==> src/hw/rtl/assert_macros.svh <==
// Assertion macros shared by the odometer block.
`ifndef ASSERT_MACROS_SVH
`define ASSERT_MACROS_SVH

// Condition that must hold at every clock edge outside reset.
`define OTA_ASSERT(lbl, cond, msg) \
	lbl: assert property (@(posedge clk) disable iff (!arst_n) (cond)) else $error(msg);

// Condition at one edge that implies another at the same edge.
`define OTA_ASSERT_IMP(lbl, ante, cons, msg) \
	lbl: assert property (@(posedge clk) disable iff (!arst_n) (ante) |-> (cons)) \
		else $error(msg);

// Condition at one edge that implies another at the next edge.
`define OTA_ASSERT_NEXT(lbl, ante, cons, msg) \
	lbl: assert property (@(posedge clk) disable iff (!arst_n) (ante) |=> (cons)) \
		else $error(msg);

`endif

==> src/hw/rtl/ota_pkg.sv <==
// Types and constants of the odometer and trip meter block.
package ota_pkg;

	localparam int PulseW = 16;
	localparam int FracW  = 8;
	localparam int CountW = 32;
	localparam int ModeW  = 3;
	localparam int CfgIdxW = 3;

	// Item mode codes.
	localparam logic [ModeW-1:0] MODE_PULSES     = 3'd0;
	localparam logic [ModeW-1:0] MODE_ODO        = 3'd1;
	localparam logic [ModeW-1:0] MODE_ODO_FRAC   = 3'd2;
	localparam logic [ModeW-1:0] MODE_TRIPA      = 3'd3;
	localparam logic [ModeW-1:0] MODE_TRIPA_FRAC = 3'd4;
	localparam logic [ModeW-1:0] MODE_TRIPB      = 3'd5;
	localparam logic [ModeW-1:0] MODE_TRIPB_FRAC = 3'd6;
	localparam logic [ModeW-1:0] MODE_SAVE       = 3'd7;

	// Configuration register indexes.
	localparam logic [CfgIdxW-1:0] CFG_PULSES_PER_STEP = 3'd0;
	localparam logic [CfgIdxW-1:0] CFG_FRACTION_LIMIT  = 3'd1;
	localparam logic [CfgIdxW-1:0] CFG_ODO_MAX         = 3'd2;
	localparam logic [CfgIdxW-1:0] CFG_TRIPA_MAX       = 3'd3;
	localparam logic [CfgIdxW-1:0] CFG_TRIPB_MAX       = 3'd4;

	// Register values after reset.
	localparam logic [PulseW-1:0] RST_PULSES_PER_STEP = 16'd100;
	localparam logic [FracW-1:0]  RST_FRACTION_LIMIT  = 8'd9;
	localparam logic [CountW-1:0] RST_ODO_MAX         = 32'd999999;
	localparam logic [CountW-1:0] RST_TRIP_MAX        = 32'd9999;

	typedef struct packed {
		logic [ModeW-1:0]  mode;
		logic [PulseW-1:0] pulses;
		logic [CountW-1:0] value;
	} in_item_t;

	typedef struct packed {
		logic [CountW-1:0] odo_whole;
		logic [FracW-1:0]  odo_frac;
		logic [CountW-1:0] tripa_whole;
		logic [FracW-1:0]  tripa_frac;
		logic [CountW-1:0] tripb_whole;
		logic [FracW-1:0]  tripb_frac;
		logic              save_request;
		logic              tripa_wrapped;
		logic              tripb_wrapped;
	} out_item_t;

endpackage

==> src/hw/rtl/ota_meter.sv <==
// One meter: fraction digit that carries into a whole count.
module ota_meter (
	input  logic                       step,
	input  logic [ota_pkg::FracW-1:0]  frac,
	input  logic [ota_pkg::CountW-1:0] count,
	input  logic [ota_pkg::FracW-1:0]  fraction_limit,
	input  logic [ota_pkg::CountW-1:0] count_max,
	output logic [ota_pkg::FracW-1:0]  frac_next,
	output logic [ota_pkg::CountW-1:0] count_next,
	output logic                       carry,
	output logic                       wrapped
);
	import ota_pkg::*;

	logic [FracW-1:0]  frac_inc;
	logic [CountW-1:0] count_inc;
	logic              frac_over;

	assign frac_inc  = frac + FracW'(1);
	assign count_inc = count + CountW'(1);
	assign frac_over = frac_inc > fraction_limit;
	assign carry     = step && frac_over;
	// The trip meters return to zero once the count passes its maximum.
	assign wrapped   = carry && (count_inc > count_max);

	always_comb begin
		frac_next  = frac;
		count_next = count;
		if (step) begin
			frac_next = frac_over ? '0 : frac_inc;
		end
		if (carry) begin
			count_next = wrapped ? '0 : count_inc;
		end
	end

endmodule

==> src/hw/rtl/odometer_trip_accumulator.sv <==
// Pulse accumulator driving an odometer and two trip meters, one item per clock when not stalled.
// The block accepts one item per clock cycle unless stalled and returns exactly one result item for
// each: the item is captured in an input register, and the accumulator, fraction and count update
// is done in one pass into the state and result registers. The state feedback closes through the
// state registers alone, so items may follow each other without gaps while the output is not
// stalled. A result waiting on a stalled output does not block the next item from entering the
// input register. Configuration writes are always ready and take effect at once.
`include "assert_macros.svh"

module odometer_trip_accumulator (
	input  logic                          clk,
	input  logic                          arst_n,
	input  logic                          item_valid,
	output logic                          item_stall,
	input  ota_pkg::in_item_t             item,
	output logic                          result_valid,
	input  logic                          result_stall,
	output ota_pkg::out_item_t            result,
	input  logic                          cfg_valid,
	output logic                          cfg_ready,
	input  logic [ota_pkg::CfgIdxW-1:0]   cfg_index,
	input  logic [ota_pkg::CountW-1:0]    cfg_data
);
	import ota_pkg::*;

	// Configuration registers.
	logic [PulseW-1:0] pulses_per_step_q;
	logic [FracW-1:0]  fraction_limit_q;
	logic [CountW-1:0] odo_max_q;
	logic [CountW-1:0] tripa_max_q;
	logic [CountW-1:0] tripb_max_q;

	// Meter state.
	logic [PulseW-1:0] pulse_accum_q;
	logic [CountW-1:0] odo_count_q;
	logic [FracW-1:0]  odo_frac_q;
	logic [CountW-1:0] tripa_count_q;
	logic [FracW-1:0]  tripa_frac_q;
	logic [CountW-1:0] tripb_count_q;
	logic [FracW-1:0]  tripb_frac_q;
	logic              save_flag_q;

	// Input register and result register.
	in_item_t  item_s1;
	logic      valid_s1;
	out_item_t result_q;
	logic      result_valid_q;

	logic              accept;
	logic              advance;
	logic [PulseW-1:0] accum_sum;
	logic              step;
	logic              is_pulses;

	logic [FracW-1:0]  odo_frac_step;
	logic [CountW-1:0] odo_count_step;
	logic              odo_carry;
	logic              odo_wrap_unused;
	logic [FracW-1:0]  tripa_frac_step;
	logic [CountW-1:0] tripa_count_step;
	logic              tripa_carry;
	logic              tripa_wrap;
	logic [FracW-1:0]  tripb_frac_step;
	logic [CountW-1:0] tripb_count_step;
	logic              tripb_carry;
	logic              tripb_wrap;

	logic [PulseW-1:0] accum_d;
	logic [CountW-1:0] odo_count_d;
	logic [FracW-1:0]  odo_frac_d;
	logic [CountW-1:0] tripa_count_d;
	logic [FracW-1:0]  tripa_frac_d;
	logic [CountW-1:0] tripb_count_d;
	logic [FracW-1:0]  tripb_frac_d;
	logic              save_d;

	assign cfg_ready  = 1'b1;
	assign advance    = valid_s1 && (!result_valid_q || !result_stall);
	assign item_stall = valid_s1 && !advance;
	assign accept     = item_valid && !item_stall;

	assign is_pulses = item_s1.mode == MODE_PULSES;
	assign accum_sum = pulse_accum_q + item_s1.pulses;
	assign step      = is_pulses && (accum_sum > pulses_per_step_q);

	ota_meter u_odo (
		.step           (step),
		.frac           (odo_frac_q),
		.count          (odo_count_q),
		.fraction_limit (fraction_limit_q),
		.count_max      ({CountW{1'b1}}),
		.frac_next      (odo_frac_step),
		.count_next     (odo_count_step),
		.carry          (odo_carry),
		.wrapped        (odo_wrap_unused)
	);

	ota_meter u_tripa (
		.step           (step),
		.frac           (tripa_frac_q),
		.count          (tripa_count_q),
		.fraction_limit (fraction_limit_q),
		.count_max      (tripa_max_q),
		.frac_next      (tripa_frac_step),
		.count_next     (tripa_count_step),
		.carry          (tripa_carry),
		.wrapped        (tripa_wrap)
	);

	ota_meter u_tripb (
		.step           (step),
		.frac           (tripb_frac_q),
		.count          (tripb_count_q),
		.fraction_limit (fraction_limit_q),
		.count_max      (tripb_max_q),
		.frac_next      (tripb_frac_step),
		.count_next     (tripb_count_step),
		.carry          (tripb_carry),
		.wrapped        (tripb_wrap)
	);

	always_comb begin
		accum_d       = pulse_accum_q;
		odo_count_d   = odo_count_q;
		odo_frac_d    = odo_frac_q;
		tripa_count_d = tripa_count_q;
		tripa_frac_d  = tripa_frac_q;
		tripb_count_d = tripb_count_q;
		tripb_frac_d  = tripb_frac_q;
		save_d        = save_flag_q;
		unique case (item_s1.mode)
			MODE_PULSES: begin
				accum_d       = step ? accum_sum - pulses_per_step_q : accum_sum;
				odo_count_d   = odo_count_step;
				odo_frac_d    = odo_frac_step;
				tripa_count_d = tripa_count_step;
				tripa_frac_d  = tripa_frac_step;
				tripb_count_d = tripb_count_step;
				tripb_frac_d  = tripb_frac_step;
				// A carry asks for a save only while the odometer is within range.
				if (odo_carry && (odo_count_step <= odo_max_q)) begin
					save_d = 1'b1;
				end
			end
			MODE_ODO:        odo_count_d   = item_s1.value;
			MODE_ODO_FRAC:   odo_frac_d    = item_s1.value[FracW-1:0];
			MODE_TRIPA:      tripa_count_d = item_s1.value;
			MODE_TRIPA_FRAC: tripa_frac_d  = item_s1.value[FracW-1:0];
			MODE_TRIPB:      tripb_count_d = item_s1.value;
			MODE_TRIPB_FRAC: tripb_frac_d  = item_s1.value[FracW-1:0];
			default:         save_d        = item_s1.value[0];
		endcase
	end

	always_ff @(posedge clk or negedge arst_n) begin
		if (!arst_n) begin
			pulses_per_step_q <= RST_PULSES_PER_STEP;
			fraction_limit_q  <= RST_FRACTION_LIMIT;
			odo_max_q         <= RST_ODO_MAX;
			tripa_max_q       <= RST_TRIP_MAX;
			tripb_max_q       <= RST_TRIP_MAX;
		end else if (cfg_valid && cfg_ready) begin
			unique case (cfg_index)
				CFG_PULSES_PER_STEP: pulses_per_step_q <= cfg_data[PulseW-1:0];
				CFG_FRACTION_LIMIT:  fraction_limit_q  <= cfg_data[FracW-1:0];
				CFG_ODO_MAX:         odo_max_q         <= cfg_data;
				CFG_TRIPA_MAX:       tripa_max_q       <= cfg_data;
				CFG_TRIPB_MAX:       tripb_max_q       <= cfg_data;
				default: ;
			endcase
		end
	end

	always_ff @(posedge clk or negedge arst_n) begin
		if (!arst_n) begin
			pulse_accum_q  <= '0;
			odo_count_q    <= '0;
			odo_frac_q     <= '0;
			tripa_count_q  <= '0;
			tripa_frac_q   <= '0;
			tripb_count_q  <= '0;
			tripb_frac_q   <= '0;
			save_flag_q    <= 1'b0;
			valid_s1       <= 1'b0;
			result_valid_q <= 1'b0;
		end else begin
			if (accept) begin
				valid_s1 <= 1'b1;
			end else if (advance) begin
				valid_s1 <= 1'b0;
			end
			if (advance) begin
				result_valid_q <= 1'b1;
				pulse_accum_q  <= accum_d;
				odo_count_q    <= odo_count_d;
				odo_frac_q     <= odo_frac_d;
				tripa_count_q  <= tripa_count_d;
				tripa_frac_q   <= tripa_frac_d;
				tripb_count_q  <= tripb_count_d;
				tripb_frac_q   <= tripb_frac_d;
				save_flag_q    <= save_d;
			end else if (!result_stall) begin
				result_valid_q <= 1'b0;
			end
		end
	end

	always_ff @(posedge clk) begin
		if (accept) begin
			item_s1 <= item;
		end
		if (advance) begin
			result_q.odo_whole     <= odo_count_d;
			result_q.odo_frac      <= odo_frac_d;
			result_q.tripa_whole   <= tripa_count_d;
			result_q.tripa_frac    <= tripa_frac_d;
			result_q.tripb_whole   <= tripb_count_d;
			result_q.tripb_frac    <= tripb_frac_d;
			result_q.save_request  <= save_d;
			result_q.tripa_wrapped <= is_pulses && tripa_wrap;
			result_q.tripb_wrapped <= is_pulses && tripb_wrap;
		end
	end

	assign result_valid = result_valid_q;
	assign result       = result_q;

	`OTA_ASSERT_IMP(a_tripa_wrap_zero, result_valid && result.tripa_wrapped, result.tripa_whole == '0 && result.tripa_frac == '0, "trip A wrapped but not at zero")
	`OTA_ASSERT_IMP(a_tripb_wrap_zero, result_valid && result.tripb_wrapped, result.tripb_whole == '0 && result.tripb_frac == '0, "trip B wrapped but not at zero")
	`OTA_ASSERT_IMP(a_stall_only_full, item_stall, valid_s1 && result_valid && result_stall, "input stalled while a slot is free")
	`OTA_ASSERT_NEXT(a_held_result, result_valid && result_stall, result_valid && $stable(result), "stalled result lost or changed")

endmodule

==> config.mk <==
export PLATFORM = sky130hd
export DESIGN_NAME = odometer_trip_accumulator
export DESIGN_NICKNAME = d
export VERILOG_FILES = /design/src/hw/rtl/ota_pkg.sv /design/src/hw/rtl/ota_meter.sv /design/src/hw/rtl/odometer_trip_accumulator.sv
export VERILOG_INCLUDE_DIRS = /design/src /design/src/hw/rtl
export SDC_FILE = /design/constraint.sdc
export NUM_CORES = 1
export LEC_CHECK = 0
export BUFFER_PORTS_ARGS = -buffer_cell sky130_fd_sc_hd__buf_2
export CORE_MARGIN = 4
export CORE_UTILIZATION = 50
export DETAILED_ROUTE_END_ITERATION = 10
export GPL_ROUTABILITY_DRIVEN = 0
export PLACE_DENSITY = 0.69
export SLEW_MARGIN = 10
export SYNTH_ARGS = -nofsm -noshare
export SYNTH_HDL_FRONTEND = slang
export SYNTH_SLANG_ARGS = --single-unit
==> constraint.sdc <==
create_clock -name clk -period 7.75 [get_ports clk]
set_input_delay 0.775 -clock clk [delete_from_list [all_inputs] [get_ports clk]]
set_output_delay 0.775 -clock clk [all_outputs]
set_load 0.1 [all_outputs]
==> report_table.html <==
<table>
<tr><th>Metric</th><th>Value</th></tr>
<tr><th colspan="2">Global routing</th></tr>
<tr><td>Initial antenna violation count</td><td>0</td></tr>
<tr><td>Layer carrying the most global-route usage</td><td>met2</td></tr>
<tr><td>GR Layer Usage met2</td><td>0.431</td></tr>
<tr><td>Met3 track utilization from global routing</td><td>0.0668</td></tr>
<tr><td>Vias in the first global route</td><td>21900</td></tr>
<tr><td>Maximum number of pins on one net before global-route repair</td><td>144</td></tr>
<tr><td>Global-route wire length before repair</td><td>125 mm</td></tr>
<tr><td>Total global routing overflow</td><td>0</td></tr>
<tr><td>Global router's overall resource usage</td><td>0.282</td></tr>
<tr><td>Global Route met1 Usage</td><td>0.383</td></tr>
<tr><th colspan="2">Logic synthesis</th></tr>
<tr><td>Main flop type after synthesis</td><td>dfrtp_1</td></tr>
<tr><td>Leading cell types by count after synthesis</td><td>300 x nand2_1, 293 x o21ai_0, 226 x dfrtp_1, 174 x edfxtp_1, 162 x inv_1</td></tr>
<tr><td>Cells after synthesis</td><td>2697</td></tr>
<tr><td>Number of flops mapped to enable cells by yosys</td><td>174</td></tr>
<tr><td>Most frequent cell after synthesis</td><td>nand2_1</td></tr>
<tr><td>Area share of the largest cell type after synthesis</td><td>0.219</td></tr>
<tr><td>Cell type with the largest total area after synthesis</td><td>dfrtp_1</td></tr>
<tr><td>Proportion of register bits with asynchronous set or reset after synthesis</td><td>0.598</td></tr>
<tr><td>Cell Area, Synth</td><td>0.0258 mm^2</td></tr>
<tr><td>Yosys reg bits</td><td>433</td></tr>
<tr><td>Leading post-synthesis cells by cell area</td><td>dfrtp_1 22%, edfxtp_1 20%, ha_1 7.6%, o21ai_0 5.7%, nand2_1 4.4%</td></tr>
<tr><td>Fraction of the yosys area taken by sequential cells</td><td>0.455</td></tr>
<tr><td>Post-synthesis cell type count</td><td>92</td></tr>
<tr><td>Yosys synthesis warning count</td><td>0</td></tr>
<tr><td>Mean cell area of the mapped netlist</td><td>9.58 um^2</td></tr>
<tr><td>Net count after synthesis</td><td>2947</td></tr>
<tr><th colspan="2">Power and ir drop</th></tr>
<tr><td>Peak supply drop</td><td>0.000245 V</td></tr>
<tr><td>Static leakage power</td><td>0.0124 uW</td></tr>
<tr><td>Power Dens Cells</td><td>377 mW/mm^2</td></tr>
<tr><th colspan="2">Critical path</th></tr>
<tr><td>Required @ worst endpoint</td><td>8.26 ns</td></tr>
<tr><td>Kind of critical path</td><td>flip-flop to flip-flop</td></tr>
<tr><td>Slowest-stage cell, CP</td><td>nor4_1</td></tr>
<tr><td>Number of buffer and inverter instances along the worst setup path</td><td>0</td></tr>
<tr><td>Worst path max stage delay</td><td>0.55 ns</td></tr>
<tr><td>Endpoint kind of the worst setup timing path</td><td>flip-flop</td></tr>
<tr><td>Internal reg-to-reg setup slack</td><td>0.40 ns</td></tr>
<tr><td>Reg2reg end</td><td>save_flag_q$_DFFE_PN0P_</td></tr>
<tr><td>Startpoint of the lowest-slack register-to-register path</td><td>pulse_accum_q[0]$_DFFE_PN0P_</td></tr>
<tr><td>Startpoint types</td><td>flip-flop</td></tr>
<tr><td>Arrival time worst endpoint</td><td>7.86 ns</td></tr>
<tr><td>Max Fanout on Critical Path</td><td>11</td></tr>
<tr><td>Worst r2r path cells</td><td>27</td></tr>
<tr><td>Critical path's top delay family</td><td>compound AO/OA/AOI/OAI gates</td></tr>
<tr><th colspan="2">Clock network</th></tr>
<tr><td>Quantity of hold-fixing buffers added after cts</td><td>0</td></tr>
<tr><td>Number of buffers created by CTS</td><td>46</td></tr>
<tr><td>Clock Latency Late Sink</td><td>0.60 ns</td></tr>
<tr><td>TritonCTS clock tree</td><td>yes</td></tr>
<tr><td>Setup repair bufs after CTS</td><td>0</td></tr>
<tr><td>Number of H-tree levels</td><td>2</td></tr>
<tr><td>Clock slew seen by the registers of the worst setup and hold paths</td><td>0.06 ns</td></tr>
<tr><td>Bufs on Longest Clock Path</td><td>3</td></tr>
<tr><td>Resized Gates After CTS</td><td>0</td></tr>
<tr><td>Sink count of the clock tree</td><td>433</td></tr>
<tr><td>CTS Root Buffer Type</td><td>clkbuf_16</td></tr>
<tr><th colspan="2">Run</th></tr>
<tr><td>Max-cap viol count</td><td>0</td></tr>
<tr><th colspan="2">Placement</th></tr>
<tr><td>Placed wire-length estimate after detailed placement</td><td>57.1 mm</td></tr>
<tr><td>Port buffer count</td><td>215</td></tr>
<tr><td>Dpl ws</td><td>0.546 ns</td></tr>
<tr><td>Placed inst area</td><td>0.0274 mm^2</td></tr>
<tr><th colspan="2">Layout</th></tr>
<tr><td>Fraction of layout instances using a drive strength above 1</td><td>0.161</td></tr>
<tr><td>Nets</td><td>3081</td></tr>
<tr><td>Area added between synthesis and finish</td><td>12.3%</td></tr>
<tr><td>Cell area after layout</td><td>0.0290 mm^2</td></tr>
<tr><td>Number of antenna cells inserted</td><td>0</td></tr>
<tr><th colspan="2">Timing</th></tr>
<tr><td>Max-slew violations</td><td>0</td></tr>
<tr><td>Slew headroom</td><td>0.218</td></tr>
<tr><td>Unrepaired setup endpoints after global routing</td><td>no</td></tr>
<tr><td>Final Setup Violations</td><td>0</td></tr>
<tr><td>Final worst path period need</td><td>7.35 ns</td></tr>
<tr><td>Peak Freq</td><td>0.136 GHz</td></tr>
<tr><td>Final Hold Viols</td><td>0</td></tr>
<tr><td>Least setup slack across all paths after layout</td><td>0.404 ns</td></tr>
<tr><td>Aggregate negative setup slack</td><td>0 ns</td></tr>
<tr><td>Slew at the pin closest to its max-slew limit</td><td>1.17 ns</td></tr>
<tr><td>Fin Clk Skew</td><td>0.0284 ns</td></tr>
<tr><td>Final-layout worst hold slack</td><td>0.254 ns</td></tr>
<tr><td>Post-route clock period utilization</td><td>0.948</td></tr>
<tr><th colspan="2">Drt</th></tr>
<tr><td>Routed via count</td><td>22500</td></tr>
<tr><td>Detailed-routing iteration count for the pre-antenna-repair pass</td><td>6</td></tr>
<tr><td>Final WL</td><td>81.0 mm</td></tr>
<tr><td>Number of design-rule violations left by the first detailed-router iteration</td><td>2705</td></tr>
<tr><td>DRC violation count after routing</td><td>0</td></tr>
<tr><td>Detail-routed net length per standard cell</td><td>22.8 um</td></tr>
<tr><td>Number of vias per cell after detailed routing</td><td>6.33</td></tr>
<tr><td>ANT nets after route</td><td>0</td></tr>
<tr><th colspan="2">Die</th></tr>
<tr><td>Die Wd</td><td>235 um</td></tr>
<tr><td>Initial core utilization</td><td>0.504</td></tr>
<tr><td>Number of standard-cell rows in the floorplan</td><td>83</td></tr>
<tr><td>Core ar.</td><td>0.0512 mm^2</td></tr>
<tr><td>Die Y-Extent</td><td>235 um</td></tr>
<tr><td>Die ar.</td><td>0.0554 mm^2</td></tr>
<tr><td>I/O pin cnt</td><td>217</td></tr>
<tr><th colspan="2">Worst hold path</th></tr>
<tr><td>Min-Delay Path Class</td><td>primary input to async pin</td></tr>
<tr><th colspan="2">Outcome</th></tr>
<tr><td>Outcome</td><td>finished, final reports clean</td></tr>
</table>
## stage by stage
stage	instances	util	total power, uW
floorplan	2697	-	7330
global placement	3463	0.535	8310
detailed placement	3463	0.535	8490
CTS	3548	0.567	10900
global route	3548	0.567	11600
finish	3548	0.567	10900
## area by class of cell
type                            count  area, um^2
Sequential cell                   433       11700
Multi-Input combinational cell   1936       12800
Clock buffer                       56        1230
Fill cell                        4388       22200
Inverter                          164         621
Timing Repair Buffer              250        1360
Tap cell                          680         851
Clock inverter                     29         370
## worst max path at each step
stage                                            start                       to  slack (ns)  cells after the start
final                     pulse_accum_q[0]$_DFFE_PN0P_  save_flag_q$_DFFE_PN0P_        0.40                     27
after floorplan           pulse_accum_q[0]$_DFFE_PN0P_      result[2]$_DFFE_PP_        1.67                     27
after CTS                 pulse_accum_q[0]$_DFFE_PN0P_  save_flag_q$_DFFE_PN0P_        0.56                     27
after global placement    pulse_accum_q[0]$_DFFE_PN0P_      result[2]$_DFFE_PP_        0.79                     26
after global routing             item_s1[32]$_DFFE_PP_  save_flag_q$_DFFE_PN0P_        0.08                     27
after detailed placement  pulse_accum_q[0]$_DFFE_PN0P_  save_flag_q$_DFFE_PN0P_        0.55                     27
## flip-flops by register name, summed over array words and instances (netlist names), 32 cells and up
signal         count
item_s1           51
odo_count_q       32
odo_max_q         32
result           123
tripa_count_q     32
tripa_max_q       32
tripb_count_q     32
tripb_max_q       32
## cell usage in the layout, fill, tap and decap left out, types with 57 or more instances in the layout
cell and instances:
nand2_1 299, o21ai_0 293, dfrtp_1 226, buf_2 214, edfxtp_1 174, inv_1 162
ha_1 157, nor2_1 135, a21oi_1 132, xnor2_1 85, a22oi_1 84, nand3_1 80
nor3_1 58, a21o_1 57
## power breakdown
| group | internal (uW) | switching (uW) |
|---|---|---|
| sequential | 3050 | 614 |
| clock | 1400 | 964 |
| combinational | 1730 | 3190 |
| total | 6180 | 4770 |
## cells by family after synthesis
| kind of cell | share of synthesized area |
|---|---|
| XOR/XNOR | 0.0451 |
| other | 0.000145 |
| flip-flops | 0.455 |
| AO/OA/AOI/OAI | 0.207 |
| multiplexers | 0.0185 |
| adder cells (fa/ha/maj) | 0.0776 |
| AND/OR/NAND/NOR | 0.146 |
| buffers and inverters | 0.0508 |
## layer usage
layer,share of wire,vias up
met1,0.40,10800
met4,0.050,0
met3,0.11,258
met5,0,-
li1,-,10100
met2,0.44,1298
## worst register-to-register path, stage by stage, from the launching register on
cell      delay, ns
dfrtp_1        0.38
ha_1           0.25
fa_1           0.42
a21o_1         0.20
a221o_1        0.33
o41a_1         0.37
a21oi_2        0.18
o21ai_1        0.09
a21o_1         0.24
o31ai_4        0.19
xnor2_1        0.11
ha_1           0.36
and4_1         0.23
nand2_1        0.12
o21ai_1        0.28
o311a_2        0.45
nand4_1        0.48
nor4_1         0.55
or2_2          0.20
ha_1           0.24
a21o_1         0.19
a221oi_1       0.26
o21ai_0        0.15
a31oi_1        0.22
nor2_1         0.09
nor4b_1        0.29
o21ai_0        0.19
a211oi_1       0.22
Power figures use the tool's default switching activity.
